## config.mk

```make
export PLATFORM = sky130hd
export DESIGN_NAME = proximity_alarm_hysteresis_top_flat
export DESIGN_NICKNAME = d
export VERILOG_FILES = /design/src/hw/rtl/pah_pkg.sv /design/src/hw/rtl/pah_if.sv /design/src/hw/rtl/proximity_alarm_hysteresis_top.sv /design/src/flat_wrapper.sv
export SDC_FILE = /design/constraint.sdc
export NUM_CORES = 1
export LEC_CHECK = 0
export ABC_AREA = 1
export BUFFER_PORTS_ARGS = -buffer_cell sky130_fd_sc_hd__buf_2
export CAP_MARGIN = 20
export CORE_MARGIN = 2
export CORE_UTILIZATION = 57
export CTS_CLUSTER_SIZE = 24
export DETAILED_ROUTE_END_ITERATION = 6
export GPL_TIMING_DRIVEN = 0
export PLACE_DENSITY = 0.9
export REMOVE_ABC_BUFFERS = 1
export SLEW_MARGIN = 30
export SYNTH_ARGS = -nofsm -noshare
export SYNTH_HDL_FRONTEND = slang
export SYNTH_SLANG_ARGS = --single-unit
```

## constraint.sdc

```tcl
create_clock -name clk -period 6.75 [get_ports clk]
set_input_delay 1.35 -clock clk [delete_from_list [all_inputs] [get_ports clk]]
set_output_delay 1.35 -clock clk [all_outputs]
set_load 0.01 [all_outputs]
```

## src/hw/rtl/pah_pkg.sv

```systemverilog
// types and constants shared by the proximity alarm block
package pah_pkg;

  localparam logic OP_BEACON   = 1'b0;
  localparam logic OP_EVALUATE = 1'b1;

  localparam int CFG_IDX_W = 3;

  localparam logic [CFG_IDX_W-1:0] CFG_TRACKED_SOURCE   = 3'd0;
  localparam logic [CFG_IDX_W-1:0] CFG_ENTER_LEVEL      = 3'd1;
  localparam logic [CFG_IDX_W-1:0] CFG_EXIT_LEVEL       = 3'd2;
  localparam logic [CFG_IDX_W-1:0] CFG_BEACON_TIMEOUT   = 3'd3;
  localparam logic [CFG_IDX_W-1:0] CFG_MIN_HOLD         = 3'd4;
  localparam logic [CFG_IDX_W-1:0] CFG_DANGER_MIN       = 3'd5;
  localparam logic [CFG_IDX_W-1:0] CFG_SMOOTHING_WEIGHT = 3'd6;

  localparam logic        [7:0]  RST_TRACKED_SOURCE   = 8'd2;
  localparam logic signed [7:0]  RST_ENTER_LEVEL      = -8'sd70;
  localparam logic signed [7:0]  RST_EXIT_LEVEL       = -8'sd78;
  localparam logic        [31:0] RST_BEACON_TIMEOUT   = 32'd3000;
  localparam logic        [31:0] RST_MIN_HOLD         = 32'd2000;
  localparam logic        [7:0]  RST_DANGER_MIN       = 8'd1;
  localparam logic        [8:0]  RST_SMOOTHING_WEIGHT = 9'd77;
  localparam logic        [8:0]  WEIGHT_ONE           = 9'd256;
  localparam logic signed [15:0] RST_SMOOTHED         = -16'sd25600;

  typedef struct packed {
    logic              operation;
    logic [7:0]        source_id;
    logic [7:0]        danger_in;
    logic signed [7:0] strength;
    logic [31:0]       now_ms;
  } in_item_t;

  typedef struct packed {
    logic       alarm_on;
    logic [7:0] alarm_source;
    logic [7:0] danger_out;
    logic       by_timeout;
  } out_item_t;

  typedef struct packed {
    logic [CFG_IDX_W-1:0] index;
    logic [31:0]          value;
  } cfg_write_t;

endpackage

```

## src/hw/rtl/pah_if.sv

```systemverilog
// valid/ready channel interfaces for items, results and register writes
interface pah_in_if;
  import pah_pkg::*;
  logic     valid;
  logic     ready;
  in_item_t data;
  modport source (output valid, output data, input ready);
  modport sink (input valid, input data, output ready);
endinterface

interface pah_out_if;
  import pah_pkg::*;
  logic      valid;
  logic      ready;
  out_item_t data;
  modport source (output valid, output data, input ready);
  modport sink (input valid, input data, output ready);
endinterface

interface pah_cfg_if;
  import pah_pkg::*;
  logic       valid;
  logic       ready;
  cfg_write_t data;
  modport source (output valid, output data, input ready);
  modport sink (input valid, input data, output ready);
endinterface

```

## src/hw/rtl/proximity_alarm_hysteresis_top.sv

```systemverilog
// proximity alarm with smoothed strength and hysteresis, top level
//
//   channel   dir  handshake            payload
//   in_ch     in   valid/ready          operation, source_id, danger_in, strength, now_ms
//   out_ch    out  valid/ready          alarm_on, alarm_source, danger_out, by_timeout
//   cfg_ch    in   valid/ready (ready=1) index, value
//
// one item per cycle: an item is held in the input register, then the
// state and the result register update together
// the pipeline only stalls while a result waits in the output register
// rst_n is synchronous; config registers, state and valid flags return to their reset values
module proximity_alarm_hysteresis_top (
  input  logic       clk,
  input  logic       rst_n,
  pah_in_if.sink     in_ch,
  pah_out_if.source  out_ch,
  pah_cfg_if.sink    cfg_ch
);
  import pah_pkg::*;

  logic        [7:0]  tracked_r;
  logic signed [7:0]  enter_r;
  logic signed [7:0]  exit_r;
  logic        [31:0] timeout_r;
  logic        [31:0] hold_r;
  logic        [7:0]  danger_min_r;
  logic        [8:0]  weight_r;

  logic               seen_r,       seen_nxt;
  logic signed [15:0] smooth_r,     smooth_nxt;
  logic        [7:0]  last_dng_r,   last_dng_nxt;
  logic        [31:0] last_time_r,  last_time_nxt;
  logic               active_r,     active_nxt;
  logic        [31:0] start_r,      start_nxt;

  in_item_t           item_r,       item_nxt;
  logic               item_vld_r,   item_vld_nxt;
  out_item_t          res_r,        res_nxt;
  logic               res_vld_r,    res_vld_nxt;

  logic               adv;
  logic               in_xfer;
  logic        [8:0]  w_sat;
  logic signed [15:0] str_q;
  logic signed [16:0] diff;
  logic signed [26:0] prod;
  logic signed [15:0] ema;
  logic        [31:0] since_beacon;
  logic        [31:0] since_start;
  logic               held;
  logic               timed_out;
  logic               dangerous;
  logic               near;
  logic               far;

  // config registers
  assign cfg_ch.ready = 1'b1;

  always_ff @(posedge clk) begin
    if (!rst_n) begin
      tracked_r    <= RST_TRACKED_SOURCE;
      enter_r      <= RST_ENTER_LEVEL;
      exit_r       <= RST_EXIT_LEVEL;
      timeout_r    <= RST_BEACON_TIMEOUT;
      hold_r       <= RST_MIN_HOLD;
      danger_min_r <= RST_DANGER_MIN;
      weight_r     <= RST_SMOOTHING_WEIGHT;
    end else if (cfg_ch.valid) begin
      case (cfg_ch.data.index)
        CFG_TRACKED_SOURCE:   tracked_r    <= cfg_ch.data.value[7:0];
        CFG_ENTER_LEVEL:      enter_r      <= cfg_ch.data.value[7:0];
        CFG_EXIT_LEVEL:       exit_r       <= cfg_ch.data.value[7:0];
        CFG_BEACON_TIMEOUT:   timeout_r    <= cfg_ch.data.value;
        CFG_MIN_HOLD:         hold_r       <= cfg_ch.data.value;
        CFG_DANGER_MIN:       danger_min_r <= cfg_ch.data.value[7:0];
        CFG_SMOOTHING_WEIGHT: weight_r     <= cfg_ch.data.value[8:0];
        default: ;
      endcase
    end
  end

  // handshakes
  assign adv          = item_vld_r && (!res_vld_r || out_ch.ready);
  assign in_ch.ready  = !item_vld_r || adv;
  assign in_xfer      = in_ch.valid && in_ch.ready;
  assign out_ch.valid = res_vld_r;
  assign out_ch.data  = res_r;

  // smoothing: s + floor(w * (sample - s) / 256)
  assign w_sat = (weight_r > WEIGHT_ONE) ? WEIGHT_ONE : weight_r;
  assign str_q = {item_r.strength, 8'h00};
  assign diff  = {str_q[15], str_q} - {smooth_r[15], smooth_r};
  assign prod  = $signed({1'b0, w_sat}) * diff;
  assign ema   = smooth_r + prod[23:8];

  // alarm tests
  assign since_beacon = item_r.now_ms - last_time_r;
  assign since_start  = item_r.now_ms - start_r;
  assign held         = since_start >= hold_r;
  assign timed_out    = since_beacon > timeout_r;
  assign dangerous    = last_dng_r >= danger_min_r;
  assign near         = smooth_r >= $signed({enter_r, 8'h00});
  assign far          = smooth_r <= $signed({exit_r, 8'h00});

  always_comb begin
    seen_nxt      = seen_r;
    smooth_nxt    = smooth_r;
    last_dng_nxt  = last_dng_r;
    last_time_nxt = last_time_r;
    active_nxt    = active_r;
    start_nxt     = start_r;
    res_nxt       = res_r;
    res_vld_nxt   = res_vld_r && !out_ch.ready;
    item_nxt      = item_r;
    item_vld_nxt  = item_vld_r;

    if (adv) begin
      item_vld_nxt = 1'b0;
      if (item_r.operation == OP_BEACON) begin
        if (item_r.source_id == tracked_r) begin
          seen_nxt      = 1'b1;
          smooth_nxt    = seen_r ? ema : str_q;
          last_dng_nxt  = item_r.danger_in;
          last_time_nxt = item_r.now_ms;
        end
      end else if (seen_r) begin
        res_nxt.alarm_source = tracked_r;
        res_nxt.danger_out   = last_dng_r;
        if (timed_out) begin
          if (active_r && held) begin
            active_nxt         = 1'b0;
            res_vld_nxt        = 1'b1;
            res_nxt.alarm_on   = 1'b0;
            res_nxt.by_timeout = 1'b1;
          end
        end else if (!active_r) begin
          if (dangerous && near) begin
            active_nxt         = 1'b1;
            start_nxt          = item_r.now_ms;
            res_vld_nxt        = 1'b1;
            res_nxt.alarm_on   = 1'b1;
            res_nxt.by_timeout = 1'b0;
          end
        end else if (held && (far || !dangerous)) begin
          active_nxt         = 1'b0;
          res_vld_nxt        = 1'b1;
          res_nxt.alarm_on   = 1'b0;
          res_nxt.by_timeout = 1'b0;
        end
      end
    end

    if (in_xfer) begin
      item_vld_nxt = 1'b1;
      item_nxt     = in_ch.data;
    end
  end

  always_ff @(posedge clk) begin
    if (!rst_n) begin
      seen_r      <= 1'b0;
      smooth_r    <= RST_SMOOTHED;
      last_dng_r  <= '0;
      last_time_r <= '0;
      active_r    <= 1'b0;
      start_r     <= '0;
      item_vld_r  <= 1'b0;
      res_vld_r   <= 1'b0;
    end else begin
      seen_r      <= seen_nxt;
      smooth_r    <= smooth_nxt;
      last_dng_r  <= last_dng_nxt;
      last_time_r <= last_time_nxt;
      active_r    <= active_nxt;
      start_r     <= start_nxt;
      item_vld_r  <= item_vld_nxt;
      res_vld_r   <= res_vld_nxt;
    end
  end

  always_ff @(posedge clk) begin
    item_r <= item_nxt;
    res_r  <= res_nxt;
  end

endmodule

```

## src/flat_wrapper.sv

```systemverilog
// flat-port wrapper written by rule: the top's interface ports become plain ports
module proximity_alarm_hysteresis_top_flat import pah_pkg::*;
  (clk, rst_n, in_ch_valid, in_ch_data, in_ch_ready, out_ch_valid, out_ch_data, out_ch_ready, cfg_ch_valid, cfg_ch_data, cfg_ch_ready);
  pah_in_if in_ch_i ();
  pah_out_if out_ch_i ();
  pah_cfg_if cfg_ch_i ();
  input  logic clk;
  input  logic rst_n;
  input wire logic [$bits(in_ch_i.valid)-1:0] in_ch_valid;
  input wire logic [$bits(in_ch_i.data)-1:0] in_ch_data;
  output wire logic [$bits(in_ch_i.ready)-1:0] in_ch_ready;
  output wire logic [$bits(out_ch_i.valid)-1:0] out_ch_valid;
  output wire logic [$bits(out_ch_i.data)-1:0] out_ch_data;
  input wire logic [$bits(out_ch_i.ready)-1:0] out_ch_ready;
  input wire logic [$bits(cfg_ch_i.valid)-1:0] cfg_ch_valid;
  input wire logic [$bits(cfg_ch_i.data)-1:0] cfg_ch_data;
  output wire logic [$bits(cfg_ch_i.ready)-1:0] cfg_ch_ready;
  assign in_ch_i.valid = in_ch_valid;
  assign in_ch_i.data = in_ch_data;
  assign in_ch_ready = in_ch_i.ready;
  assign out_ch_valid = out_ch_i.valid;
  assign out_ch_data = out_ch_i.data;
  assign out_ch_i.ready = out_ch_ready;
  assign cfg_ch_i.valid = cfg_ch_valid;
  assign cfg_ch_i.data = cfg_ch_data;
  assign cfg_ch_ready = cfg_ch_i.ready;
  proximity_alarm_hysteresis_top u_core (.clk(clk), .rst_n(rst_n), .in_ch(in_ch_i), .out_ch(out_ch_i), .cfg_ch(cfg_ch_i));
endmodule
```

==> results.tsv <==
metric	value	unit
path_max_fanout	5	
first_pass_iters	7	
synth_cell_types	59	
ys_top_cells_by_area	dfxtp_1, ha_1, fa_1, edfxtp_1, inv_1	
wl_per_cell	21.09	um
setup_ws	-1855	ps
synth_ff_type	dfxtp_1	
vias_per_cell	6.164	
syn_inst	2681	
ys_seq_area_frac	0.2936	
port_buffers	116	
yosys-top-cells-count	inv_1, nand2_1, a21oi_1, ha_1, nor2_1	
multiInputGateArea	13930	um^2
final_hold_viol_count	0	
yosys_warnings	0	
clockBufferDepth	3	
row_count	70	
core	36520	um^2
slew_viol_final	0	
hp-start	u_core.tracked_r[4]	
yosysMostFrequentCell	inv_1	
cp-start-kind	register	
cp_slowest_stage_delay	600	ps
vias	20612	
hp-class	register to register	
synth_top_area_share	0.1869	
violations	DRC, setup timing	
cp_common_cell	fa_1	
grt_pass1_wl	96540	um
drt-met1-wl	23360	um
power_leakage	11.25	nW
numCtsBuffers	28	
drc	34	
register_area	6217	um^2
power_density	347.4	nW/um^2
top_layer_used	met5	
power.total	0.008662	W
antenna_found_initial	5	
worst_path_max_delay_cell	fa_1	
preCtsSetupSlack	-1374	ps
ant_nets	0	
rsz0062_at_grt	yes	
max_cap_violations	0	
status	complete, but fails checks	
startpoint	u_core.item_r[34]	
peakVddDrop	408.7	uV
overflow	0	
critPathKind	register to register	
grt_usage	0.3092	
dieArea	38580	um^2
wl	70530	um
cts_root_buffer	clkbuf_16	
reg2reg_from	u_core.item_r[34]	
fin_crit	8605	ps
critPathRequiredTime	7190	ps
fin_nets	3292	
max_freq	0.1162	GHz
period_share	1.275	
pin_count	118	
skew	41.91	ps
whs	439.7	ps
syn_to_final_growth	18.12	%
cts.sinks	272	
hold_buffers	0	
synth_area_leader_cell	dfxtp_1	
syn_area_per_cell	7.873	um^2
routabilityCongestion	0.9612	
wl_met3	8561	um
grt_max_degree	99	
syn_area	21110	um^2
slew_headroom	0.3666	
ys_ff_latch	272	
worst_pin_slew	926.2	ps
dieWidth	196.4	um
start_util	0.5779	
finalSetupViolCount	13	
synth_edf_count	75	
dr.first_iter.drc_count	2316	
cp-end-kind	register	
die_h	196.4	um
dp_hpwl	41330	um
clk_latency	590	ps
routed-wl-met2	32120	um
clk_pin_slew	80	ps
synth-async-reset-ratio	0	
worst_ep_arrival_time	9040	ps
cts_tree	done	
drive_gt1_frac	0.1686	
fillerInstances	2548	
final_util	0.6826	
htree_levels	1	
grt_pass1_vias	20025	
[metal layers]
| layer | track usage | vias up |
|---|---|---|
| met3 | 0.06229 | 586 |
| met5 | 0 | - |
| li1 | - | 9101 |
| met1 | 0.3467 | 9470 |
| met2 | 0.5428 | 1453 |
| met4 | 0.1874 | 2 |
[layout make-up]
type                            instances  area share
Multi-Input combinational cell       1861      0.5587
Tap cell                              468     0.02349
Inverter                              483     0.07413
Timing Repair Buffer                  203     0.05405
Sequential cell                       272      0.2494
Clock inverter                         22     0.01129
Antenna cell                            5   0.0005019
Clock buffer                           30     0.02841
[report_power, final]
group          switching [W]  total [W]  internal, W
sequential         0.0000350    0.00175      0.00172
combinational        0.00318    0.00525      0.00207
clock               0.000722    0.00166     0.000936
total                0.00394    0.00866      0.00472
[placed cells by master (no fill, tap or decap), types with 6 or more instances in the layout]
| cell | instances |
|---|---|
| a21oi_2 | 19 |
| buf_4 | 74 |
| nand4_1 | 16 |
| nor3_1 | 23 |
| buf_2 | 115 |
| o211ai_1 | 34 |
| nand3_1 | 95 |
| a21oi_1 | 270 |
| a21o_1 | 7 |
| inv_2 | 26 |
| nand2_2 | 30 |
| nand2_1 | 416 |
| fa_1 | 117 |
| o21ai_1 | 12 |
| xor2_1 | 53 |
| o21ai_2 | 11 |
| o221ai_1 | 8 |
| xor2_4 | 7 |
| dfxtp_1 | 186 |
| a21oi_4 | 9 |
| nand2_4 | 16 |
| nand3_2 | 10 |
| or2_2 | 6 |
| clkbuf_16 | 28 |
| xnor2_1 | 23 |
| ha_4 | 23 |
| edfxtp_1 | 75 |
| nor2_4 | 9 |
| ha_1 | 202 |
| o21ai_0 | 156 |
| nor2_1 | 192 |
| clkinvlp_4 | 9 |
| buf_6 | 9 |
| inv_1 | 445 |
| dfxtp_2 | 8 |
| o21a_1 | 16 |
[timing repair]
| item | in CTS | in global routing |
|---|---|---|
| setup buffers | 43 | 38 |
| hold endpoints to repair | 0 | 0 |
| pin swaps | 62 | 56 |
| setup endpoints to repair | 13 | 13 |
| resized for setup | 132 | 140 |
[sequential cells by signal (all words and copies together) (netlist names)]
name	count
u_core.item_r	57
u_core.hold_r	32
u_core.last_time_r	32
u_core.start_r	32
u_core.timeout_r	32
u_core.out_ch.data	18
u_core.smooth_r	16
u_core.weight_r	9
u_core.danger_min_r	8
u_core.enter_r	8
u_core.exit_r	8
u_core.last_dng_r	8
u_core.tracked_r	8
u_core.active_r	1
u_core.item_vld_r	1
u_core.out_ch.valid	1
u_core.seen_r	1
[metrics by stage]
| stage | setup TNS (ps) | cells | instance area [um^2] |
|---|---|---|---|
| 2_1_floorplan | -1152 | 2616 | 20790 |
| 3_3_place_gp | -9565 | 3200 | 21960 |
| 3_5_place_dp | -11100 | 3206 | 22110 |
| 4_1_cts | -2661 | 3301 | 24040 |
| 5_1_grt | -17050 | 3341 | 24920 |
| 6_report | -15960 | 3344 | 24930 |
[cell families after synthesis]
family | Yosys count | synth area share
xor+xnor | 90 | 0.03770
fa+ha+maj | 346 | 0.2474
other cells | 1 | 0.0001777
buf+inv | 548 | 0.1010
flops | 272 | 0.2936
simple gates | 839 | 0.1669
compound gates | 585 | 0.1533
[critical path, delay by kind of cell, from the launching register on]
kind | cells | cell delay [ps]
DFF | 1 | 570
AOI/OAI and AO/OA | 7 | 1050
adders and majority gates | 8 | 3800
buffers and inverters | 8 | 1040
xor gates and xnor gates | 1 | 230
and+or+nand+nor | 11 | 1740
[final timing paths]
path | to | slack, ps | depth (start not counted)
setup reg to reg | u_core.smooth_r[12] | -1850 | 35
setup / recovery | u_core.smooth_r[12] | -1850 | 35
hold reg to reg | u_core.out_ch.data[13] | 440 | 0
hold / removal | u_core.out_ch.data[13] | 440 | 0
Power figures use the tool's default switching activity.
